==> src/hdl/arpnc_pkg.sv <==
// Shared types and constants for the ARP neighbor cache responder.
// No dependencies.
package arpnc_pkg;
	localparam int TableEntries = 16;
	localparam int IdxW = (TableEntries > 1) ? $clog2(TableEntries) : 1;
	localparam int CntW = $clog2(TableEntries + 1);

	localparam logic [1:0] MODE_PKT = 2'd0;
	localparam logic [1:0] MODE_TICK = 2'd1;
	localparam logic [1:0] MODE_LOOKUP = 2'd2;
	localparam logic [1:0] MODE_NONE = 2'd3;

	localparam logic [3:0] ST_RECORDED = 4'd0;
	localparam logic [3:0] ST_REPLY = 4'd1;
	localparam logic [3:0] ST_BAD_ETH = 4'd2;
	localparam logic [3:0] ST_BAD_HW = 4'd3;
	localparam logic [3:0] ST_BAD_PROTO = 4'd4;
	localparam logic [3:0] ST_BAD_HWSZ = 4'd5;
	localparam logic [3:0] ST_BAD_PRSZ = 4'd6;
	localparam logic [3:0] ST_HIT = 4'd7;
	localparam logic [3:0] ST_MISS = 4'd8;
	localparam logic [3:0] ST_TICK = 4'd9;

	localparam logic [1:0] OP_NONE = 2'd0;
	localparam logic [1:0] OP_REQUEST = 2'd1;
	localparam logic [1:0] OP_REPLY = 2'd2;

	localparam logic [2:0] REG_MAC = 3'd0;
	localparam logic [2:0] REG_IP_A = 3'd1;
	localparam logic [2:0] REG_IP_B = 3'd2;
	localparam logic [2:0] REG_IP_CNT = 3'd3;
	localparam logic [2:0] REG_TIMEOUT = 3'd4;

	localparam logic [15:0] ETH_ARP = 16'h0806;
	localparam logic [15:0] HW_ETH = 16'h0001;
	localparam logic [15:0] PROTO_IP4 = 16'h0800;
	localparam logic [7:0] HW_LEN = 8'd6;
	localparam logic [7:0] PROTO_LEN = 8'd4;
	localparam logic [15:0] ARP_REQ = 16'h0001;

	typedef struct packed {
		logic [3:0] status;
		logic [1:0] send_opcode;
		logic [31:0] send_sender_ip;
		logic [47:0] send_target_mac;
		logic [31:0] send_target_ip;
		logic [47:0] found_mac;
		logic [4:0] purged_count;
		logic table_full_drop;
		logic last;
	} result_t;
endpackage

==> src/hdl/arp_neighbor_cache_responder_core.sv <==
// ARP neighbor cache responder top level: table walk sequencer and storage.
// Depends on arpnc_pkg and arpnc_outq.
//
// Usage: one input request channel (in_valid/in_ready) carries a received
// ARP packet, a tick or a lookup, chosen by mode. Results leave on the output
// channel (out_valid/out_ready), one or two per request, none for an unused
// mode; last marks the final one. Configuration writes use cfg_valid/cfg_ready
// with cfg_index/cfg_data and are always ready.
// Rate: the sequencer walks the table one entry per cycle using one shared IP
// comparator. A lookup or tick walks the table and passes through done; a
// packet passes through match walk, free-slot walk, write, two reply slots and
// done, skipping the free-slot walk when the sender is found. A packet rejected
// on its header queues its result on acceptance and walks nothing; an unused
// mode passes only through done.
// One request is in flight at a time; in_ready is low while it is processed
// and until the result queue is empty.
// Reset clears the valid bits and returns configuration to its defaults; entry
// contents are left undefined and are never read while invalid. If the receiver
// stalls, the two-entry result queue holds the results and no new request is taken.
module arp_neighbor_cache_responder_core (
	input logic clk,
	input logic arst_n,
	input logic in_valid,
	output logic in_ready,
	input logic [1:0] mode,
	input logic [15:0] ethertype,
	input logic [15:0] hw_type,
	input logic [15:0] ptype,
	input logic [7:0] hw_size,
	input logic [7:0] proto_size,
	input logic [15:0] opcode,
	input logic [47:0] src_mac,
	input logic [31:0] src_ip,
	input logic [31:0] tgt_ip,
	input logic [31:0] lookup_ip,
	input logic cfg_valid,
	output logic cfg_ready,
	input logic [2:0] cfg_index,
	input logic [47:0] cfg_data,
	output logic out_valid,
	input logic out_ready,
	output logic [3:0] status,
	output logic [1:0] send_opcode,
	output logic [31:0] send_sender_ip,
	output logic [47:0] send_target_mac,
	output logic [31:0] send_target_ip,
	output logic [47:0] found_mac,
	output logic [4:0] purged_count,
	output logic table_full_drop,
	output logic last
);
	localparam int IW = arpnc_pkg::IdxW;
	localparam int CW = arpnc_pkg::CntW;
	localparam logic [CW-1:0] LastIdx = CW'(arpnc_pkg::TableEntries - 1);

	typedef enum logic [6:0] {
		S_IDLE = 7'b0000001,
		S_MATCH = 7'b0000010,
		S_FREE = 7'b0000100,
		S_WRITE = 7'b0001000,
		S_REPLY_A = 7'b0010000,
		S_REPLY_B = 7'b0100000,
		S_DONE = 7'b1000000
	} state_t;

	state_t state_q;
	logic [47:0] local_mac_q;
	logic [31:0] local_ip_a_q, local_ip_b_q;
	logic [1:0] ip_cnt_q;
	logic [15:0] timeout_q;

	// table storage
	logic [arpnc_pkg::TableEntries-1:0] valid_q;
	logic [31:0] ip_mem [arpnc_pkg::TableEntries];
	logic [47:0] mac_mem [arpnc_pkg::TableEntries];
	logic [15:0] ttl_mem [arpnc_pkg::TableEntries];

	logic [1:0] mode_q;
	logic [47:0] smac_q;
	logic [31:0] sip_q, tip_q, key_q;
	logic is_req_q;
	logic [CW-1:0] idx_q;
	logic [IW-1:0] slot_q;
	logic slot_ok_q, replied_q;
	logic [4:0] purged_q;

	logic [IW-1:0] idx;
	logic ip_eq;
	logic push;
	arpnc_pkg::result_t res, q_out;
	logic [1:0] q_cnt;
	logic [1:0] nloc;
	logic rep_a, rep_b;

	assign idx = idx_q[IW-1:0];
	// shared comparator
	assign ip_eq = valid_q[idx] && (ip_mem[idx] == key_q);
	assign cfg_ready = 1'b1;
	assign in_ready = (state_q == S_IDLE) && (q_cnt == 2'd0);
	assign nloc = (ip_cnt_q > 2'd2) ? 2'd2 : ip_cnt_q;
	assign rep_a = is_req_q && (nloc >= 2'd1) && (local_ip_a_q == tip_q);
	assign rep_b = is_req_q && (nloc == 2'd2) && (local_ip_b_q == tip_q);

	always_ff @(posedge clk or negedge arst_n) begin
		if (!arst_n) begin
			local_mac_q <= '0;
			local_ip_a_q <= '0;
			local_ip_b_q <= '0;
			ip_cnt_q <= 2'd1;
			timeout_q <= 16'd60;
		end else if (cfg_valid && cfg_ready) begin
			unique case (cfg_index)
				arpnc_pkg::REG_MAC: local_mac_q <= cfg_data;
				arpnc_pkg::REG_IP_A: local_ip_a_q <= cfg_data[31:0];
				arpnc_pkg::REG_IP_B: local_ip_b_q <= cfg_data[31:0];
				arpnc_pkg::REG_IP_CNT: ip_cnt_q <= cfg_data[1:0];
				arpnc_pkg::REG_TIMEOUT: timeout_q <= cfg_data[15:0];
				default: ;
			endcase
		end
	end

	// result formation
	always_comb begin
		res = '0;
		push = 1'b0;
		unique case (state_q)
			S_IDLE: begin
				if (in_valid && in_ready && mode == arpnc_pkg::MODE_PKT) begin
					res.last = 1'b1;
					if (ethertype != arpnc_pkg::ETH_ARP) begin
						res.status = arpnc_pkg::ST_BAD_ETH; push = 1'b1;
					end else if (hw_type != arpnc_pkg::HW_ETH) begin
						res.status = arpnc_pkg::ST_BAD_HW; push = 1'b1;
					end else if (ptype != arpnc_pkg::PROTO_IP4) begin
						res.status = arpnc_pkg::ST_BAD_PROTO; push = 1'b1;
					end else if (hw_size != arpnc_pkg::HW_LEN) begin
						res.status = arpnc_pkg::ST_BAD_HWSZ; push = 1'b1;
					end else if (proto_size != arpnc_pkg::PROTO_LEN) begin
						res.status = arpnc_pkg::ST_BAD_PRSZ; push = 1'b1;
					end
				end
			end
			S_MATCH: begin
				if (mode_q == arpnc_pkg::MODE_TICK && idx_q == LastIdx) begin
					res.status = arpnc_pkg::ST_TICK;
					res.purged_count = purged_q
						+ 5'(valid_q[idx] && ttl_mem[idx] == 16'd0);
					res.last = 1'b1;
					push = 1'b1;
				end else if (mode_q == arpnc_pkg::MODE_LOOKUP
						&& (ip_eq || idx_q == LastIdx)) begin
					res.last = 1'b1;
					push = 1'b1;
					if (ip_eq) begin
						res.status = arpnc_pkg::ST_HIT;
						res.found_mac = mac_mem[idx];
					end else begin
						res.status = arpnc_pkg::ST_MISS;
						res.send_opcode = arpnc_pkg::OP_REQUEST;
						res.send_sender_ip = local_ip_a_q;
						res.send_target_mac = '1;
						res.send_target_ip = key_q;
					end
				end
			end
			S_REPLY_A: begin
				res.table_full_drop = ~slot_ok_q;
				if (rep_a) begin
					res.status = arpnc_pkg::ST_REPLY;
					res.send_opcode = arpnc_pkg::OP_REPLY;
					res.send_sender_ip = local_ip_a_q;
					res.send_target_mac = smac_q;
					res.send_target_ip = sip_q;
					res.last = ~rep_b;
					push = 1'b1;
				end
			end
			S_REPLY_B: begin
				res.table_full_drop = ~slot_ok_q;
				res.last = 1'b1;
				push = 1'b1;
				if (rep_b) begin
					res.status = arpnc_pkg::ST_REPLY;
					res.send_opcode = arpnc_pkg::OP_REPLY;
					res.send_sender_ip = local_ip_b_q;
					res.send_target_mac = smac_q;
					res.send_target_ip = sip_q;
				end else if (replied_q) begin
					push = 1'b0;
				end else begin
					res.status = arpnc_pkg::ST_RECORDED;
				end
			end
			default: ;
		endcase
	end

	always_ff @(posedge clk) begin
		if (state_q == S_WRITE && slot_ok_q) begin
			ip_mem[slot_q] <= sip_q;
			mac_mem[slot_q] <= smac_q;
			ttl_mem[slot_q] <= timeout_q;
		end else if (state_q == S_MATCH && mode_q == arpnc_pkg::MODE_TICK
				&& valid_q[idx] && ttl_mem[idx] != 16'd0) begin
			ttl_mem[idx] <= ttl_mem[idx] - 16'd1;
		end
		if (in_valid && in_ready) begin
			mode_q <= mode;
			smac_q <= src_mac;
			sip_q <= src_ip;
			tip_q <= tgt_ip;
			key_q <= (mode == arpnc_pkg::MODE_LOOKUP) ? lookup_ip : src_ip;
			is_req_q <= opcode == arpnc_pkg::ARP_REQ;
		end
	end

	always_ff @(posedge clk or negedge arst_n) begin
		if (!arst_n) begin
			state_q <= S_IDLE;
			valid_q <= '0;
			idx_q <= '0;
			slot_q <= '0;
			slot_ok_q <= 1'b0;
			replied_q <= 1'b0;
			purged_q <= '0;
		end else begin
			unique case (state_q)
				S_IDLE: begin
					idx_q <= '0;
					purged_q <= '0;
					slot_ok_q <= 1'b0;
					replied_q <= 1'b0;
					// unused mode passes through done so in_ready drops for a cycle
					if (in_valid && in_ready && !push)
						state_q <= (mode == arpnc_pkg::MODE_NONE) ? S_DONE : S_MATCH;
				end
				S_MATCH: begin
					if (mode_q == arpnc_pkg::MODE_TICK) begin
						if (valid_q[idx] && ttl_mem[idx] == 16'd0) begin
							valid_q[idx] <= 1'b0;
							purged_q <= purged_q + 5'd1;
						end
						idx_q <= idx_q + CW'(1);
						if (idx_q == LastIdx) state_q <= S_DONE;
					end else if (mode_q == arpnc_pkg::MODE_LOOKUP) begin
						idx_q <= idx_q + CW'(1);
						if (push) state_q <= S_DONE;
					end else begin
						idx_q <= idx_q + CW'(1);
						if (ip_eq) begin
							slot_q <= idx;
							slot_ok_q <= 1'b1;
							state_q <= S_WRITE;
						end else if (idx_q == LastIdx) begin
							idx_q <= '0;
							state_q <= S_FREE;
						end
					end
				end
				S_FREE: begin
					idx_q <= idx_q + CW'(1);
					if (!valid_q[idx]) begin
						slot_q <= idx;
						slot_ok_q <= 1'b1;
						state_q <= S_WRITE;
					end else if (idx_q == LastIdx) begin
						state_q <= S_WRITE;
					end
				end
				S_WRITE: begin
					if (slot_ok_q) valid_q[slot_q] <= 1'b1;
					state_q <= S_REPLY_A;
				end
				S_REPLY_A: begin
					replied_q <= push;
					state_q <= S_REPLY_B;
				end
				S_REPLY_B: state_q <= S_DONE;
				S_DONE: state_q <= S_IDLE;
				default: state_q <= S_IDLE;
			endcase
		end
	end

	arpnc_outq u_outq (
		.clk(clk),
		.arst_n(arst_n),
		.push(push),
		.din(res),
		.count(q_cnt),
		.out_valid(out_valid),
		.out_ready(out_ready),
		.dout(q_out)
	);

	assign status = q_out.status;
	assign send_opcode = q_out.send_opcode;
	assign send_sender_ip = q_out.send_sender_ip;
	assign send_target_mac = q_out.send_target_mac;
	assign send_target_ip = q_out.send_target_ip;
	assign found_mac = q_out.found_mac;
	assign purged_count = q_out.purged_count;
	assign table_full_drop = q_out.table_full_drop;
	assign last = q_out.last;
endmodule

==> src/hdl/arpnc_outq.sv <==
// Two-entry result queue between the sequencer and the output channel.
// Depends on arpnc_pkg.
module arpnc_outq (
	input logic clk,
	input logic arst_n,
	input logic push,
	input arpnc_pkg::result_t din,
	output logic [1:0] count,
	output logic out_valid,
	input logic out_ready,
	output arpnc_pkg::result_t dout
);
	arpnc_pkg::result_t mem_q [2];
	logic wp_q, rp_q;
	logic [1:0] cnt_q;
	logic pop;

	assign pop = out_valid && out_ready;
	assign out_valid = cnt_q != 2'd0;
	assign dout = mem_q[rp_q];
	assign count = cnt_q;

	always_ff @(posedge clk) begin
		if (push) mem_q[wp_q] <= din;
	end

	always_ff @(posedge clk or negedge arst_n) begin
		if (!arst_n) begin
			wp_q <= 1'b0;
			rp_q <= 1'b0;
			cnt_q <= 2'd0;
		end else begin
			if (push) wp_q <= ~wp_q;
			if (pop) rp_q <= ~rp_q;
			cnt_q <= cnt_q + {1'b0, push} - {1'b0, pop};
		end
	end
endmodule

==> config.mk <==
export PLATFORM = sky130hd
export DESIGN_NAME = arp_neighbor_cache_responder_core
export DESIGN_NICKNAME = d
export VERILOG_FILES = /design/src/hdl/arpnc_pkg.sv /design/src/hdl/arp_neighbor_cache_responder_core.sv /design/src/hdl/arpnc_outq.sv
export SDC_FILE = /design/constraint.sdc
export NUM_CORES = 2
export LEC_CHECK = 0
export ABC_CLOCK_PERIOD_IN_PS = 15600
export BUFFER_PORTS_ARGS = -buffer_cell sky130_fd_sc_hd__buf_2
export CAP_MARGIN = 20
export CORE_MARGIN = 1
export CORE_UTILIZATION = 45
export CTS_CLUSTER_SIZE = 40
export DETAILED_ROUTE_END_ITERATION = 10
export PLACE_DENSITY = 0.61
export SLEW_MARGIN = 20
export SYNTH_ARGS = -nofsm -noshare
export SYNTH_HDL_FRONTEND = slang
export SYNTH_SLANG_ARGS = --single-unit
==> constraint.sdc <==
create_clock -name clk -period 15.6 [get_ports clk]
set_input_delay 2.34 -clock clk [delete_from_list [all_inputs] [get_ports clk]]
set_output_delay 2.34 -clock clk [all_outputs]
set_load 0.1 [all_outputs]
==> flow_results.org <==
** Synthesis
- Post-synth EDFFs :: 2029
- Among all flip-flop cells after synthesis, the most frequent one is sky130_fd_sc_hd__edfxtp_1.
- Counting distinct cell types in the post-synthesis netlist gives ~80.
- Number of instances in the synthesized netlist :: 4002
- The number of nets handed over by synthesis was 4297.
- After synthesis, the mean cell area works out to about 21 µm².
- Post-Syn Area :: between 80000 and 90000 µm²
- Fraction of registers with async set or reset after synthesis :: under 10%
- Yosys printed 0 warnings.
- Counting flops and latches in the post-synthesis netlist gives roughly 2200.
- Post-synthesis sequential area ratio :: 75.96%

** Setup path
- Max FO, Critical Path :: about 110
- Arrival @ worst endpoint :: 9200 ps
- CP dominant cell by count :: sky130_fd_sc_hd__buf_4
- Combined buffer and inverter count along the critical path :: 5
- STA classifies the critical path startpoint as a register.
- Reg-to-reg startpoint :: idx_q[0]
- Kind of cell adding the most delay to the critical path :: buffers and inverters
- The worst setup path is captured at a register.
- On the worst path, the slowest cell contributes a delay of about 830 ps.
- The signal on the critical path passes through buf_4, buf_12, mux4_2, a22o_1, a221oi_1, xnor2_1, a2111oi_0, o2111a_1, and4b_2, buf_4, nor3_1, nor2b_4, buf_4, buf_4.
- The critical path is of the register to register type.
- R2r setup slk :: roughly 6900 ps
- Measured in cells, the most critical reg-to-reg path has a length of 14.
- At the worst endpoint, the required time is about 16000 ps.
- Master of the slowest instance on the critical path :: sky130_fd_sc_hd__nor2b_4
- Worst R2R End :: u_outq.mem_q[1][35]

** Global routing
- GRT met3 Usage :: 3.344%
- Global-route wire length before repair :: 299100 µm
- Most used routing layer :: met2
- Overall global routing resource usage :: a little over a fifth
- Entering global routing, the biggest net connects between 100 and 150 pins.
- For this run the aggregate overflow at the end of global routing stands at 0.
- Initial antenna violation count :: 11
- Vias in the first global route :: around 43000
- For met2 alone, demand over resource in global routing was a little under two fifths.
- For this run, global-route usage on met1 was measured as roughly 30%.

** Outcome
- Run status :: finished clean

** Clock tree
- The root buffer cell chosen for the clock tree is sky130_fd_sc_hd__clkbuf_16.
- CTS saw 2154 sinks.
- Post-CTS clock slew at the launch and capture registers of the worst setup and hold paths :: roughly 60 ps
- CTS built an H-tree with a depth of 4.
- TritonCTS built the clock tree.
- After clock tree synthesis, the repair step resized 0 gates.
- Buffers added to address setup during post-CTS repair amount to 0.
- Hold buffer count at cts :: 0
- TritonCTS created 216 clock buffers.
- The later pin in the worst-skew pair is clocked with a latency of around 890 ps.
- The longest clock path from root to sink contains 3 buffers.

** Timing
- Setup violations remaining at the end of the flow were counted as 0.
- Highest Clock Rate :: between 100 and 150 MHz
- In this run the tightest slew margin relative to its limit is between 20% and 30%.
- Worst Max-Slew Pin Slew :: roughly 1100 ps
- After layout, the minimum clock period comes to just under 9000 ps.
- Unrepaired setup endpoints after global routing :: false
- Max Clock Skew :: roughly 110 ps
- Of the available clock period, the critical path in the final layout requires between 50 and 60%.
- Final-layout setup total negative slack :: 0 ps
- The hold violation count in the final report came to 0.
- Count of pins over their slew limit :: 0

** Placement
- Summed over all nets, the half-perimeter wirelength after detailed placement is 113600 µm.
- The placed instances occupy a cell area of approximately 90000 µm².
- Global placement routability congestion :: 0.8617
- During placement, the flow inserted port buffers numbering 440.

** Finish
- Area delta synth->final :: 15.20%
- The library cells used most frequently in the layout, excluding fill and tap cells, are sky130_fd_sc_hd__edfxtp_1, sky130_fd_sc_hd__buf_2, sky130_fd_sc_hd__mux4_2.
- Final instance area :: 97160 µm²
- The library cell used most frequently in the layout, excluding fill and tap cells, is sky130_fd_sc_hd__edfxtp_1.
- The final layout contains 4847 nets.
- Cells with a size suffix above 1 make up 34.84% of the layout.

** Die
- The floorplan step defined a die boundary enclosing between 150000 and 200000 µm².
- The total area inside the core boundary comes to 185800 µm².
- Num ports :: 458
- Width of the die :: 434.9 µm
- Initial cell density of the core :: a little under half
- From bottom edge to top edge, the die measures about 430 µm.
- Number of rows created at floorplan :: about 160

** Power and ir drop
- Leakage :: between 30 and 40 nW
- Maximum ir drop on the vdd rail :: 0.0001558 V
- Overall power consumption :: ~15 mW
- In this run the power density over the cells is around 160 nW/µm².

** Routing
- Average vias per placed instance :: about 5.8
- Detailed-route DRC error count :: 0
- Number of vias after detailed routing :: 41720
- Wire length per cell after detailed routing :: between 20 and 30 µm
- For this block, the routed nets add up to 206100 µm of wire.
- Number of design-rule violations left by the first detailed-router iteration :: 4077
- The first detailed-routing pass ran for 8 iterations.
- Once detail routing completed, the nets flagged for antenna violations numbered 0.

** Min path
- For hold timing, the worst endpoint is timeout_q[7].
- Min-Delay Startpoint :: timeout_q[7]
- The path class of the tightest hold or removal check is register to register.
- Hold Path Stages :: 1

** Run
- Across the run, the number of max-cap violations was 0.
## worst max-delay path by stage
stage | startpoint | end | slack, ps | cells after the start
after floorplan | in_valid | u_outq.mem_q[1][0] | 320 | 6
after global placement | idx_q[0] | u_outq.mem_q[1][111] | 6620 | 14
after detailed placement | idx_q[0] | u_outq.mem_q[1][111] | 6560 | 14
after CTS | idx_q[0] | u_outq.mem_q[1][123] | 6610 | 14
after global routing | idx_q[0] | u_outq.mem_q[1][116] | 6320 | 15
final | idx_q[0] | u_outq.mem_q[1][35] | 6890 | 14
## state kept, by name, summed over array words and instances (netlist names), 4 cells and up
register,flops
u_outq.mem_q,346
mac_mem,768
local_ip_b_q,32
ttl_mem,256
purged_q,5
local_ip_a_q,32
sip_q,32
key_q,32
slot_q,4
ip_mem,512
state_q,7
timeout_q,16
idx_q,5
valid_q,16
smac_q,48
tip_q,32
## final cells by class
cell class                      count  area [µm²]
Clock inverter                    145        1583
Tap cell                         2480        3103
Antenna cell                        3       7.507
Clock buffer                      262        5639
Fill cell                       14620       88670
Inverter                           34       130.1
Multi-Input combinational cell   1607       19590
Timing Repair Buffer              539        3027
Sequential cell                  2154       64080
## metal layers
layer / vias to the layer above / wire [µm]
met2: 1414 / 105000
met5: - / 44
met1: 22340 / 84540
met4: 6 / 4869
li1: 17650 / -
met3: 310 / 11600
## metrics by stage
stage	setup slack [ps]	instances	hold slack, ps	utilization [%]
after floorplan	316.2	4002	460.0	-
after global placement	6623	6814	493.8	48.39
after detailed placement	6556	6814	499.2	48.39
after CTS	6614	7221	512.4	52.28
after global routing	6322	7222	529.0	52.28
final	6892	7224	505.9	52.28
## logic make-up (layout without fill, tap and decap cells)
family                   count (synthesis)  in the layout  share of synthesized area [%]
other                                    1              4                       0.004447
flip-flops                            2154           2154                          75.96
AO/OA/AOI/OAI                          294            294                          2.632
adder cells (fa/ha/maj)                 13             13                         0.1929
buffers and inverters                  241            980                          1.172
AND/OR/NAND/NOR                        358            358                          2.274
multiplexers                           819            819                          16.49
XOR/XNOR                               122            122                          1.267
## synthesized netlist by cell type (11+ instances only)
| master | count | area [µm²] |
|---|---|---|
| sky130_fd_sc_hd__a21o_1 | 50 | 375.4 |
| sky130_fd_sc_hd__a21oi_1 | 26 | 130.1 |
| sky130_fd_sc_hd__a22o_1 | 78 | 683.2 |
| sky130_fd_sc_hd__a22oi_1 | 22 | 165.2 |
| sky130_fd_sc_hd__and2_1 | 11 | 68.82 |
| sky130_fd_sc_hd__and3_1 | 53 | 331.6 |
| sky130_fd_sc_hd__buf_1 | 43 | 161.4 |
| sky130_fd_sc_hd__buf_2 | 40 | 200.2 |
| sky130_fd_sc_hd__clkbuf_1 | 117 | 439.2 |
| sky130_fd_sc_hd__dfrtp_1 | 119 | 2978 |
| sky130_fd_sc_hd__edfxtp_1 | 2029 | 60930 |
| sky130_fd_sc_hd__ha_1 | 13 | 162.7 |
| sky130_fd_sc_hd__inv_1 | 32 | 120.1 |
| sky130_fd_sc_hd__mux2_2 | 296 | 3333 |
| sky130_fd_sc_hd__mux2i_1 | 96 | 960.9 |
| sky130_fd_sc_hd__mux4_2 | 427 | 9617 |
| sky130_fd_sc_hd__nand2_1 | 72 | 270.3 |
| sky130_fd_sc_hd__nand2b_1 | 13 | 81.33 |
| sky130_fd_sc_hd__nand3_1 | 25 | 125.1 |
| sky130_fd_sc_hd__nand4_1 | 17 | 106.4 |
| sky130_fd_sc_hd__nor2_1 | 69 | 259.0 |
| sky130_fd_sc_hd__nor2b_1 | 11 | 68.82 |
| sky130_fd_sc_hd__nor3_1 | 16 | 80.08 |
| sky130_fd_sc_hd__nor4_1 | 24 | 150.1 |
| sky130_fd_sc_hd__o21ai_0 | 41 | 205.2 |
| sky130_fd_sc_hd__o32ai_1 | 12 | 105.1 |
| sky130_fd_sc_hd__xnor2_1 | 90 | 788.3 |
| sky130_fd_sc_hd__xor2_1 | 32 | 280.3 |
## power by group
part | internal [mW] | leakage (nW) | switching, mW
logic | 1.17 | 8.18 | 2.12
clock network | 2.95 | 3.50 | 2.24
registers | 6.57 | 19.6 | 0.242
total | 10.7 | 31.3 | 4.60
(Power assumes the default switching activity.)
